--- src/design/wlitu_pkg.sv ---
package wlitu_pkg;

  localparam int IN_W  = 48;
  localparam int OUT_W = 176;

  localparam logic [1:0] FN_STEP   = 2'd0;
  localparam logic [1:0] FN_REPORT = 2'd1;
  localparam logic [1:0] FN_CLEAR  = 2'd2;
  localparam logic [1:0] FN_NONE   = 2'd3;

  localparam logic [2:0] CFG_BIN_COUNT   = 3'd0;
  localparam logic [2:0] CFG_MOVE_THRESH = 3'd1;
  localparam logic [2:0] CFG_GAIN_C      = 3'd2;
  localparam logic [2:0] CFG_INIT_MAG    = 3'd3;
  localparam logic [2:0] CFG_EQUIL       = 3'd4;
  localparam logic [2:0] CFG_SPREAD      = 3'd5;

  localparam logic [47:0] MAG_MAX = 48'hFFFF_FFFF_FFFF;
  localparam logic [54:0] SUM_MAX = {55{1'b1}};
  localparam logic [62:0] SQ_MAX  = {63{1'b1}};

  typedef enum logic [4:0] {
    OP_NONE, OP_CLR, OP_LOAD, OP_RDI, OP_RDJ, OP_CMP, OP_PRE, OP_MUL1, OP_MUL2,
    OP_DEN, OP_DINIT, OP_DIV, OP_DIVF, OP_SHARE, OP_URD, OP_UWR, OP_FIN,
    OP_RRD, OP_SQV, OP_SQ0, OP_SQ1, OP_SQ2, OP_ACC, OP_OUT
  } dp_op_t;

  typedef enum logic [4:0] {
    S_RCLR, S_IDLE, S_FCLR, S_RDI, S_RDJ, S_CMP, S_PRE, S_MUL1, S_MUL2, S_DEN,
    S_DINIT, S_DIV, S_DIVF, S_SHARE, S_URD, S_UWR, S_FIN, S_RRD, S_SQV,
    S_SQ0, S_SQ1, S_SQ2, S_ACC, S_DONE
  } ctl_state_t;

  typedef struct packed {
    dp_op_t op;
  } dp_cmd_t;

  typedef struct packed {
    logic pre;
    logic den_zero;
    logic div_done;
    logic upd_last;
    logic rep_last;
    logic clr_last;
    logic out_free;
  } dp_sts_t;

endpackage

--- src/design/wlitu_ctrl.sv ---
module wlitu_ctrl import wlitu_pkg::*; (
  input  logic       clk,
  input  logic       rst,
  input  logic       s_tvalid,
  input  logic [1:0] s_tuser,
  output logic       s_tready,
  input  dp_sts_t    sts,
  output dp_cmd_t    cmd
);

  ctl_state_t state, state_next;

  always_ff @(posedge clk) begin
    if (rst) begin
      state <= S_RCLR;
    end else begin
      state <= state_next;
    end
  end

  always_comb begin
    state_next = state;
    cmd.op     = OP_NONE;
    s_tready   = 1'b0;
    unique case (state)
      S_RCLR: begin
        cmd.op = OP_CLR;
        if (sts.clr_last) state_next = S_IDLE;
      end
      S_IDLE: begin
        s_tready = 1'b1;
        if (s_tvalid) begin
          cmd.op = OP_LOAD;
          unique case (s_tuser)
            FN_STEP:   state_next = S_RDI;
            FN_REPORT: state_next = S_RRD;
            FN_CLEAR:  state_next = S_FCLR;
            default:   state_next = S_DONE;
          endcase
        end
      end
      S_FCLR: begin
        cmd.op = OP_CLR;
        if (sts.clr_last) state_next = S_DONE;
      end
      S_RDI: begin cmd.op = OP_RDI; state_next = S_RDJ; end
      S_RDJ: begin cmd.op = OP_RDJ; state_next = S_CMP; end
      S_CMP: begin
        cmd.op = OP_CMP;
        state_next = sts.pre ? S_PRE : S_MUL1;
      end
      S_PRE:   begin cmd.op = OP_PRE;  state_next = S_SHARE; end
      S_MUL1:  begin cmd.op = OP_MUL1; state_next = S_MUL2; end
      S_MUL2:  begin cmd.op = OP_MUL2; state_next = S_DEN; end
      S_DEN:   begin cmd.op = OP_DEN;  state_next = S_DINIT; end
      S_DINIT: begin
        cmd.op = OP_DINIT;
        state_next = sts.den_zero ? S_SHARE : S_DIV;
      end
      S_DIV: begin
        cmd.op = OP_DIV;
        if (sts.div_done) state_next = S_DIVF;
      end
      S_DIVF:  begin cmd.op = OP_DIVF;  state_next = S_SHARE; end
      S_SHARE: begin cmd.op = OP_SHARE; state_next = S_URD; end
      S_URD:   begin cmd.op = OP_URD;   state_next = S_UWR; end
      S_UWR: begin
        cmd.op = OP_UWR;
        state_next = sts.upd_last ? S_FIN : S_URD;
      end
      S_FIN: begin cmd.op = OP_FIN; state_next = S_DONE; end
      S_RRD: begin cmd.op = OP_RRD; state_next = S_SQV; end
      S_SQV: begin cmd.op = OP_SQV; state_next = S_SQ0; end
      S_SQ0: begin cmd.op = OP_SQ0; state_next = S_SQ1; end
      S_SQ1: begin cmd.op = OP_SQ1; state_next = S_SQ2; end
      S_SQ2: begin cmd.op = OP_SQ2; state_next = S_ACC; end
      S_ACC: begin
        cmd.op = OP_ACC;
        state_next = sts.rep_last ? S_DONE : S_RRD;
      end
      S_DONE: begin
        if (sts.out_free) begin
          cmd.op = OP_OUT;
          state_next = S_IDLE;
        end
      end
      default: state_next = S_IDLE;
    endcase
  end

endmodule

--- config.mk ---
export PLATFORM = sky130hd
export DESIGN_NAME = wlitu_ctrl
export DESIGN_NICKNAME = d
export VERILOG_FILES = /design/src/design/wlitu_pkg.sv /design/src/design/wlitu_ctrl.sv
export SDC_FILE = /design/constraint.sdc
export NUM_CORES = 1
export LEC_CHECK = 0
export ABC_CLOCK_PERIOD_IN_PS = 2800
export BUFFER_PORTS_ARGS = -buffer_cell sky130_fd_sc_hd__buf_2
export CORE_MARGIN = 4
export CORE_UTILIZATION = 40
export DETAILED_ROUTE_END_ITERATION = 6
export MAX_ROUTING_LAYER = met4
export SYNTH_ARGS = -nofsm -noshare
export SYNTH_HDL_FRONTEND = slang
export SYNTH_SLANG_ARGS = --single-unit
--- constraint.sdc ---
create_clock -name clk -period 2.8 [get_ports clk]
set_input_delay 0.28 -clock clk [delete_from_list [all_inputs] [get_ports clk]]
set_output_delay 0.28 -clock clk [all_outputs]
set_load 0.02 [all_outputs]
======== Word-level counts from Yosys, hierarchy flattened ========
Index checks and enable logic that the tools add are counted.
word-level totals
  register bits after elaboration ......... 5
  bits of input ports ..................... 12
  logic and storage cells ................. 51
operators by class
  eq/ne operators ......................... 30
  multiplexer cells ....................... 15
  reductions and logical operators ........ 5
operator list
  kind                number
  $pmux 5 s23         2
  $eq 5x4->1 const B  8
  $eq 5x5->1 const B  8
  $mux 5              7
  $eq 5x3->1 const B  4
  $pmux 5 s3          1
  $eq 5x2->1 const B  2
  $ne 2x2->1 const B  5
  $mux 3              2
  $eq 5x1->1 const B  1
  $logic_not 5->1     1
  $reduce_and 5->1    1
  $reduce_or 2->1     2
  $eq 2x1->1 const B  1
  $eq 2x2->1 const B  1
  $logic_not 2->1     1
  $mux 1              2
  $mux 2              1

======== Longest topological paths before layout ========
Gate-level depths: netlist of run 1.
  depth after elaboration ................. 4
  gate-level depth with buffers ........... 7
  gate-level depth less buffers ........... 5

======== Least setup slack after synthesis of run 1 ========
Ideal clock, no wire load.
  path kind ............................... reg-to-output
  start ................................... register state[3]
  end ..................................... output port cmd[0] in the netlist's numbering
  arrival ................................. 1.544 ns
  data required time ...................... 2.520 ns
  path slack .............................. 0.976 ns
  cell stages (with the launch flop) ...... 5
  cells stage by stage .................... dfxtp_1 -> buf_2 -> clkbuf_1 -> nor2b_1 -> nor4b_1
RTL lines
  element                 RTL line          source
  from (decl)             wlitu_ctrl.sv:11  ctl_state_t state, state_next;
  from (signal assigned)  wlitu_ctrl.sv:17  state <= state_next;
  to (decl)               wlitu_ctrl.sv:8   output dp_cmd_t cmd

==> results of run 1 <==
worst max-delay path, stage by stage (launching register included):
cell     delay (ps)
dfxtp_1         830
and3b_4         340
o21ai_0          70
nor4b_1         190
buf_2           190
cell usage after synthesis, drive strengths merged (4+ instances only):
cell type / count
a21oi: 8
buf: 7
dfxtp: 5
inv: 5
nand2: 5
nor2: 11
nor2b: 7
nor3: 4
o21ai: 8
routing by layer:
layer	share of wire, %	global-route usage [%]	vias to the layer above	wire (um)
li1	-	-	411	-
met1	47	20.4	352	866
met2	49	24.2	20	893
met3	3.9	2.11	0	71
met4	0	8.76	0	0
met5	0	-	-	0
per-stage QoR:
step	setup WS [ps]	util, %	std cells	cell area [um2]
floorplan	976	-	104	704
detailed placement	735	48.0	127	757
global route	470	49.7	131	783
finish	667	49.7	131	783
CTS	653	49.7	131	783
global placement	764	48.0	127	757
final cells by class:
class                      count  area share [%]
sequential                     5            12.8
timing repair buffer          17            10.9
clock buffer                   4            3.35
tap                           16            2.56
inverter                       5            2.40
multi-input combinational     84            68.1
cell families (layout without fill, tap and decap cells):
family,Yosys count,after routing,share of synthesized area [%]
flip-flops,5,5,14.2
AO/OA/AOI/OAI,38,38,36.9
XOR/XNOR,1,1,1.24
AND/OR/NAND/NOR,45,45,37.5
buffers and inverters,15,26,10.1
where the power goes:
part	internal (mW)	switching, mW
Clock	0.0536	0.0255
Combinational	0.0443	0.0552
Sequential	0.0754	0.0200
Total	0.173	0.101
cell usage in the layout, fill, tap and decap left out, types with 2 or more instances in the layout:
master / synthesis / routed
o21a_1: 3 / 3
o32ai_1: 2 / 2
a21oi_1: 7 / 7
nand2_1: 5 / 5
nor4b_1: 2 / 2
buf_2: 6 / 17
o22ai_1: 2 / 2
a21o_1: 2 / 2
o21ai_0: 7 / 7
clkbuf_4: 0 / 3
inv_1: 5 / 5
a31oi_1: 2 / 2
dfxtp_1: 5 / 5
nand2b_1: 3 / 3
nor2b_1: 7 / 7
nand3_1: 3 / 3
nor3b_1: 2 / 2
nor3_1: 4 / 4
nor2_1: 11 / 11
worst max path at each step:
stage	from	cells past startpoint	end	slack, ps
3_3_place_gp	state[0]	5	state[1]	760
6_report	state[1]	4	cmd[0]	670
2_1_floorplan	state[3]	4	cmd[0]	980
3_5_place_dp	state[1]	5	state[2]	740
4_1_cts	state[0]	4	cmd[0]	650
5_1_grt	state[0]	4	cmd[0]	470
==> impl_metrics.env, run 1 <==
export IMPL_outcome="finished, final reports clean"
export IMPL_layout_min_cycle_time_ps=2130
export IMPL_ff2ff_path_depth=5
export IMPL_drtIter0Drc=23
export IMPL_critical_path_arrival_ps=1850
export IMPL_critPathLaunchType="flop"
export IMPL_timing_setup_tns_ps=0
export IMPL_drc=0
export IMPL_first_global_vias=709
export IMPL_end_kind="output port"
export IMPL_hold_slack_ps=270
export IMPL_yosys_warnings=0
export IMPL_cts_setup_buffers=0
export IMPL_cts_tree="yes"
export IMPL_grt_pass1_wl_mm=3.12
export IMPL_chipHeight_um=50.0
export IMPL_setup_viol=0
export IMPL_antennaDiodeCount=0
export IMPL_syn2layout_area_growth_pct=11.2
export IMPL_core_um2=1580
export IMPL_synth_area_leader_cell="dfxtp_1"
export IMPL_synth_area_leaders="dfxtp_1 (14%), nor2b_1 (6.2%), nor2_1 (5.9%), a21oi_1 (5.0%), o21ai_0 (5.0%)"
export IMPL_hpwl_mm=1.31
export IMPL_first_pass_iters=4
export IMPL_path_clk_slew_ps=40
export IMPL_worstPathRequired_ps=2520
export IMPL_r2r_setup_slack_ps=700
export IMPL_ys_flop_type="dfxtp_1"
export IMPL_fmax_mhz=469
export IMPL_insertion_delay_ps=230
export IMPL_r2r_end="state[2]"
export IMPL_synth_edf_count=0
export IMPL_report_final_slew_viol_count=0
export IMPL_avgSynthCellArea_um2=6.77
export IMPL_power_total_uw=274
export IMPL_cap_violations=0
export IMPL_min_to="state[4]"
export IMPL_die_x_um=50.0
export IMPL_fill_cells=169
export IMPL_regArea_um2=100
export IMPL_largest_registers="state x5"
export IMPL_cts_sinks=5
export IMPL_vias_per_cell=5.98
export IMPL_synthCells=104
export IMPL_ir_drop_v=0.000326
export IMPL_path_max_fanout=26
export IMPL_ant_nets=0
export IMPL_row_count=14
export IMPL_syn_nets=116
export IMPL_cts_buffer_depth=2
export IMPL_cts_htree_levels=1
export IMPL_fin_skew_ps=4.37
export IMPL_leakage_nw=0.285
export IMPL_fin_crit_sh_pct=76.2
export IMPL_worst_setup_path_type="flop to output port"
export IMPL_postCtsHoldBufs=0
export IMPL_largest_reg_flops=5
export IMPL_yosysTopAreaCellShare_pct=14.2
export IMPL_min_path_cells=2
export IMPL_worstHoldStart="rst"
export IMPL_io_pins=18
export IMPL_dieArea_um2=2500
export IMPL_portBuffers=17
export IMPL_relSlewSlack_pct=45.5
export IMPL_syn_area_um2=704
export IMPL_ys_types=42
export IMPL_grtUsageTotal_pct=16.0
export IMPL_hold_viol_final=0
export IMPL_num_vias=783
export IMPL_yosysSeqAreaShare_pct=14.2
export IMPL_regMostFlops="state"
export IMPL_r2r_start="state[1]"
export IMPL_start_util_pct=44.7
export IMPL_grt_start_max_net_pins=27
export IMPL_rsz0062_at_grt="no"
export IMPL_wl_mm=1.83
export IMPL_wire_per_inst_um=14.0
export IMPL_finalNetCount=128
export IMPL_worstHoldPathType="primary input to flop"
export IMPL_grt_overflow=0
export IMPL_grt_antenna_before_repair=0
export IMPL_cts_made_buffers=3
export IMPL_async_reset_ff_share_pct=0
export IMPL_synth_seq_cells=5
export IMPL_pwr_density_cell_nw_per_um2=350
export IMPL_layout_drive_gt1_share_pct=20.9
export IMPL_root_buffer="clkbuf_4"
export IMPL_cts_resized=0
export IMPL_worstMarginPinSlew_ps=817
export IMPL_gp_congestion=0.836
export IMPL_multiInputGateArea_um2=533
(Power assumes the default switching activity.)
==> run 2, diff against run 1 <==
- ABC_CLOCK_PERIOD_IN_PS: 2800 -> 1800
- PLACE_DENSITY: unset -> 0.65
- clock period: 2.8 -> 1.8 ns (I/O delays scaled with it)
==> run 2 against run 1 <==
  * Combinational power grew 110%
  * Critical path depth up 1
  * Worst hold slack worse by 90 ps
  * Routed wire length up 14%
  * First-iteration DRC count increased by 26%
  * Critical path type is now flop to flop
  * Count of clock-buffer cells in the layout is the same
  * Register-to-register slack worse by 610 ps
  * Die area stayed put
  * Largest cell class unchanged
  * Clock power up 58%
  * Largest power group unchanged
  * Via count rose by 9.1%
  * Worst setup slack worse by 580 ps
  * Non-clock buffer count rose by 12
==> impl_metrics.env, run 2 (same netlist as run 1, synthesis figures left out) <==
export IMPL_outcome="finished, final reports clean"
export IMPL_path_delay_family="compound AO/OA/AOI/OAI gates"
export IMPL_path_cells="or4_1 -> o32ai_1 -> a2111o_1 -> a21o_1 -> a21oi_2"
export IMPL_grt_antenna_before_repair=0
export IMPL_wire_per_inst_um=14.6
export IMPL_grt_overflow=0
export IMPL_num_vias=854
export IMPL_cp_slowest_cell="or4_1"
export IMPL_cts_setup_buffers=0
export IMPL_io_pins=18
export IMPL_root_buffer="clkbuf_4"
export IMPL_antennaDiodeCount=0
export IMPL_fmax_mhz=585
export IMPL_fin_skew_ps=1.07
export IMPL_timing_setup_tns_ps=0
export IMPL_layout_min_cycle_time_ps=1710
export IMPL_first_pass_iters=4
export IMPL_vias_per_cell=5.97
export IMPL_power_total_uw=472
export IMPL_final_common_cell="buf_2"
export IMPL_grtUsageTotal_pct=17.6
export IMPL_worstMarginPinSlew_ps=334
export IMPL_syn2layout_area_growth_pct=28.4
export IMPL_report_final_slew_viol_count=0
export IMPL_grt_pass1_wl_mm=3.38
export IMPL_start_util_pct=44.7
export IMPL_cts_sinks=5
export IMPL_core_um2=1580
export IMPL_portBuffers=17
export IMPL_setup_viol=0
export IMPL_fill_cells=149
export IMPL_drtIter0Drc=29
export IMPL_drc=0
export IMPL_relSlewSlack_pct=77.4
export IMPL_grt_start_max_net_pins=24
export IMPL_ff2ff_path_depth=5
export IMPL_cts_htree_levels=1
export IMPL_die_x_um=50.0
export IMPL_finalNetCount=140
export IMPL_path_clk_slew_ps=40
export IMPL_cts_made_buffers=3
export IMPL_path_max_fanout=12
export IMPL_critPathMaxStageDelay_ps=570
export IMPL_row_count=14
export IMPL_wl_met1_um=897
export IMPL_final_cell_mix="buf_2 (17), nor2_1 (11), buf_4 (11)"
export IMPL_wl_mm=2.09
export IMPL_regMostFlops="state"
export IMPL_wl_met3_um=125
export IMPL_hpwl_mm=1.60
export IMPL_worstHoldPathType="primary input to flop"
export IMPL_postCtsHoldBufs=0
export IMPL_critical_path_arrival_ps=1830
export IMPL_leakage_nw=0.355
export IMPL_hold_viol_final=0
export IMPL_gp_congestion=0.854
export IMPL_rsz0062_at_grt="no"
export IMPL_ant_nets=0
export IMPL_largest_registers="state x5"
export IMPL_layout_drive_gt1_share_pct=34.6
export IMPL_chipHeight_um=50.0
export IMPL_first_global_vias=785
export IMPL_largest_reg_flops=5
export IMPL_insertion_delay_ps=230
export IMPL_crit_buf_inv=0
export IMPL_crit_cells=5
export IMPL_route_met2_wl_mm=1.06
export IMPL_cap_violations=0
export IMPL_ir_drop_v=0.000365
export IMPL_end_kind="flop"
export IMPL_pwr_density_cell_nw_per_um2=522
export IMPL_top_layer="met3"
export IMPL_worstPathRequired_ps=1920
export IMPL_cts_buffer_depth=2
export IMPL_fin_crit_sh_pct=94.9
export IMPL_worst_setup_path_type="flop to flop"
export IMPL_min_path_cells=2
export IMPL_cts_tree="yes"
export IMPL_critPathLaunchType="flop"
export IMPL_dieArea_um2=2500
run 2: cell types whose count changed in the layout (fill, tap and decap cells not counted), sizes merged:
cell,previous run,this run
buf,17,29
run 2: report_power, final:
part	internal [mW]	total, mW	switching [mW]
Combinational	0.0967	0.213	0.117
Sequential	0.119	0.134	0.0152
Clock	0.0835	0.125	0.0411
Total	0.299	0.472	0.173
run 2: what timing repair did:
item | in CTS | in global routing
pin swaps | 0 | 1
setup endpoints to repair | 1 | 5
gates resized for setup | 1 | 7
run 2: cell type report:
type / count / area (um2) / share of cell area (%)
repair buffers: 29 / 188 / 20.7
well taps: 16 / 20.0 / 2.21
flip-flops and latches: 5 / 106 / 11.8
clock buffers: 4 / 26.3 / 2.90
multi-input cells: 84 / 546 / 60.3
inverters: 5 / 18.8 / 2.07
run 2: routing by layer:
metal | global-route usage, % | vias to the layer above
met5 | - | -
met4 | 7.37 | 0
met3 | 2.41 | 0
met2 | 28.4 | 28
met1 | 21.7 | 390
li1 | - | 436
run 2: worst paths after layout:
kind	startpoint	endpoint	slack (ps)
worst max-delay path	state[4]	state[4]	90
worst min-delay path	rst	state[4]	180
worst max register to register	state[4]	state[4]	90
worst min register to register	state[3]	state[3]	580
run 2: metrics by stage:
step                      instance area [um2]  std cells  hold WS (ps)  setup WS [ps]  utilization [%]
after floorplan                           704        104           242           54.4                -
after global placement                    860        139           408           24.0             54.5
after CTS                                 887        143           166           23.7             56.3
final                                     905        143           179           91.0             57.4
after detailed placement                  860        139           419           66.7             54.5
after global routing                      905        143           173           12.5             57.4
==> run 3, diff against run 2 <==
- CORE_UTILIZATION: 40 -> 45
- PLACE_DENSITY: 0.65 -> 0.72
==> run 3 against run 2 <==
  * Worst setup slack got worse by 43 ps
  * Routed wire length increased by 8.4%
  * Critical path type is now flop to output port
  * Largest cell class unchanged
  * Final cell count increased by 1.4%
  * Sequential power about the same
  * Sequential cell count unchanged
  * Count of clock-buffer cells in the layout unchanged
==> impl_metrics.env, run 3 (same netlist as run 1, synthesis figures left out) <==
export IMPL_outcome="finished, final reports clean"
export IMPL_cts_buffer_depth=2
export IMPL_syn2layout_area_growth_pct=30.9
export IMPL_top_layer="met4"
export IMPL_chipHeight_um=47.6
export IMPL_antennaDiodeCount=0
export IMPL_ir_drop_v=0.000360
export IMPL_worstMarginPinSlew_ps=370
export IMPL_wire_per_inst_um=15.6
export IMPL_hpwl_mm=1.65
export IMPL_worstHoldPathType="primary input to flop"
export IMPL_worst_setup_path_type="flop to output port"
export IMPL_leakage_nw=0.365
export IMPL_min_to="state[4]"
export IMPL_fmax_mhz=571
export IMPL_final_common_cell="buf_2"
export IMPL_io_pins=18
export IMPL_layout_min_cycle_time_ps=1750
export IMPL_cts_made_buffers=3
export IMPL_r2r_setup_slack_ps=100
export IMPL_fill_cells=139
export IMPL_first_pass_iters=4
export IMPL_wl_met1_um=954
export IMPL_worstPathRequired_ps=1620
export IMPL_portBuffers=17
export IMPL_grt_antenna_before_repair=0
export IMPL_fin_crit_sh_pct=97.4
export IMPL_critPathLaunchType="flop"
export IMPL_cts_htree_levels=1
export IMPL_critPathLaunch="state[4]"
export IMPL_drc=0
export IMPL_grt_pass1_wl_mm=3.52
export IMPL_root_buffer="clkbuf_4"
export IMPL_vias_per_cell=6.17
export IMPL_hold_viol_final=0
export IMPL_critical_path_arrival_ps=1570
export IMPL_r2r_end="state[2]"
export IMPL_path_clk_slew_ps=40
export IMPL_dieArea_um2=2260
export IMPL_largest_registers="state x5"
export IMPL_postCtsHoldBufs=0
export IMPL_core_um2=1490
export IMPL_grtUsageTotal_pct=22.3
export IMPL_num_vias=895
export IMPL_die_x_um=47.6
export IMPL_fin_skew_ps=6.38
export IMPL_layout_drive_gt1_share_pct=36.4
export IMPL_wl_met3_um=146
export IMPL_cp_slowest_cell="dfxtp_2"
export IMPL_final_cell_mix="buf_2 (17), buf_4 (13), nor2_1 (11)"
export IMPL_min_path_cells=2
export IMPL_final_core_util_pct=61.9
export IMPL_report_final_slew_viol_count=0
export IMPL_wl_mm=2.26
export IMPL_worstHoldStart="rst"
export IMPL_relSlewSlack_pct=74.7
export IMPL_ff2ff_path_depth=5
export IMPL_regMostFlops="state"
export IMPL_grt_overflow=0
export IMPL_end_kind="output port"
export IMPL_cpMostUsedCell="buf_4"
export IMPL_finalNetCount=142
export IMPL_cap_violations=0
export IMPL_pwr_density_cell_nw_per_um2=524
export IMPL_ant_nets=0
export IMPL_grt_start_max_net_pins=15
export IMPL_largest_reg_flops=5
export IMPL_cts_sinks=5
export IMPL_gp_congestion=0.907
export IMPL_path_max_fanout=10
export IMPL_path_cells="buf_4 -> nor4_4 -> buf_4 -> nor4b_1 -> buf_2"
export IMPL_drtIter0Drc=39
export IMPL_cts_tree="yes"
export IMPL_setup_viol=0
export IMPL_insertion_delay_ps=240
export IMPL_timing_setup_tns_ps=0
export IMPL_start_util_pct=47.3
export IMPL_first_global_vias=810
export IMPL_route_met2_wl_mm=1.14
export IMPL_row_count=14
export IMPL_r2r_start="state[2]"
export IMPL_critPathMaxStageDelay_ps=430
run 3: per-stage QoR:
step                      hold slack (ps)  area (um2)  std cells  worst slack, ps  power [mW]
after floorplan                       242         704        104             54.4       0.261
after global placement                410         855        140             51.8       0.328
after detailed placement              423         855        140             47.3       0.332
after CTS                             158         895        144             21.9       0.472
after global routing                  178         922        145            -16.8       0.513
final                                 170         922        145             47.6       0.483
run 3: cell type report:
cell class	instances	area, um2	share of cell area (%)
Clock buffer	4	26.3	2.85
Inverter	5	18.8	2.04
Multi-Input combinational cell	84	557	60.4
Sequential cell	5	106	11.5
Tap cell	16	20.0	2.17
Timing Repair Buffer	31	194	21.0
run 3: where the power goes:
group | total (mW) | switching, mW | internal, mW
sequential | 0.135 | 0.0163 | 0.119
combinational | 0.220 | 0.120 | 0.101
clock | 0.128 | 0.0442 | 0.0837
run 3: worst max path at each step:
stage | end | cells past startpoint | slack [ps]
after global routing | cmd[0] | 5 | -20
after detailed placement | state[2] | 5 | 50
after CTS | cmd[0] | 5 | 20
final | cmd[0] | 5 | 50
after floorplan | state[1] | 5 | 50
after global placement | state[2] | 5 | 50
run 3: what timing repair did:
action | in CTS | in global routing
setup endpoints to repair | 3 | 4
hold endpoints to repair | 0 | 0
resized for setup | 5 | 6
pin swaps | 0 | 1
setup buffers | 0 | 1
run 3: worst max-delay path: cells and delay by family, from the launching register on:
kind / cells / cell delay (ps)
DFF: 1 / 430
and+or+nand+nor: 2 / 340
buffers and inverters: 3 / 560
run 3: metal layers:
layer | GRT usage (%) | vias to the layer above
met5 | - | -
met4 | 9.68 | 0
met3 | 2.63 | 4
met2 | 36.1 | 46
met1 | 27.7 | 407
li1 | - | 438
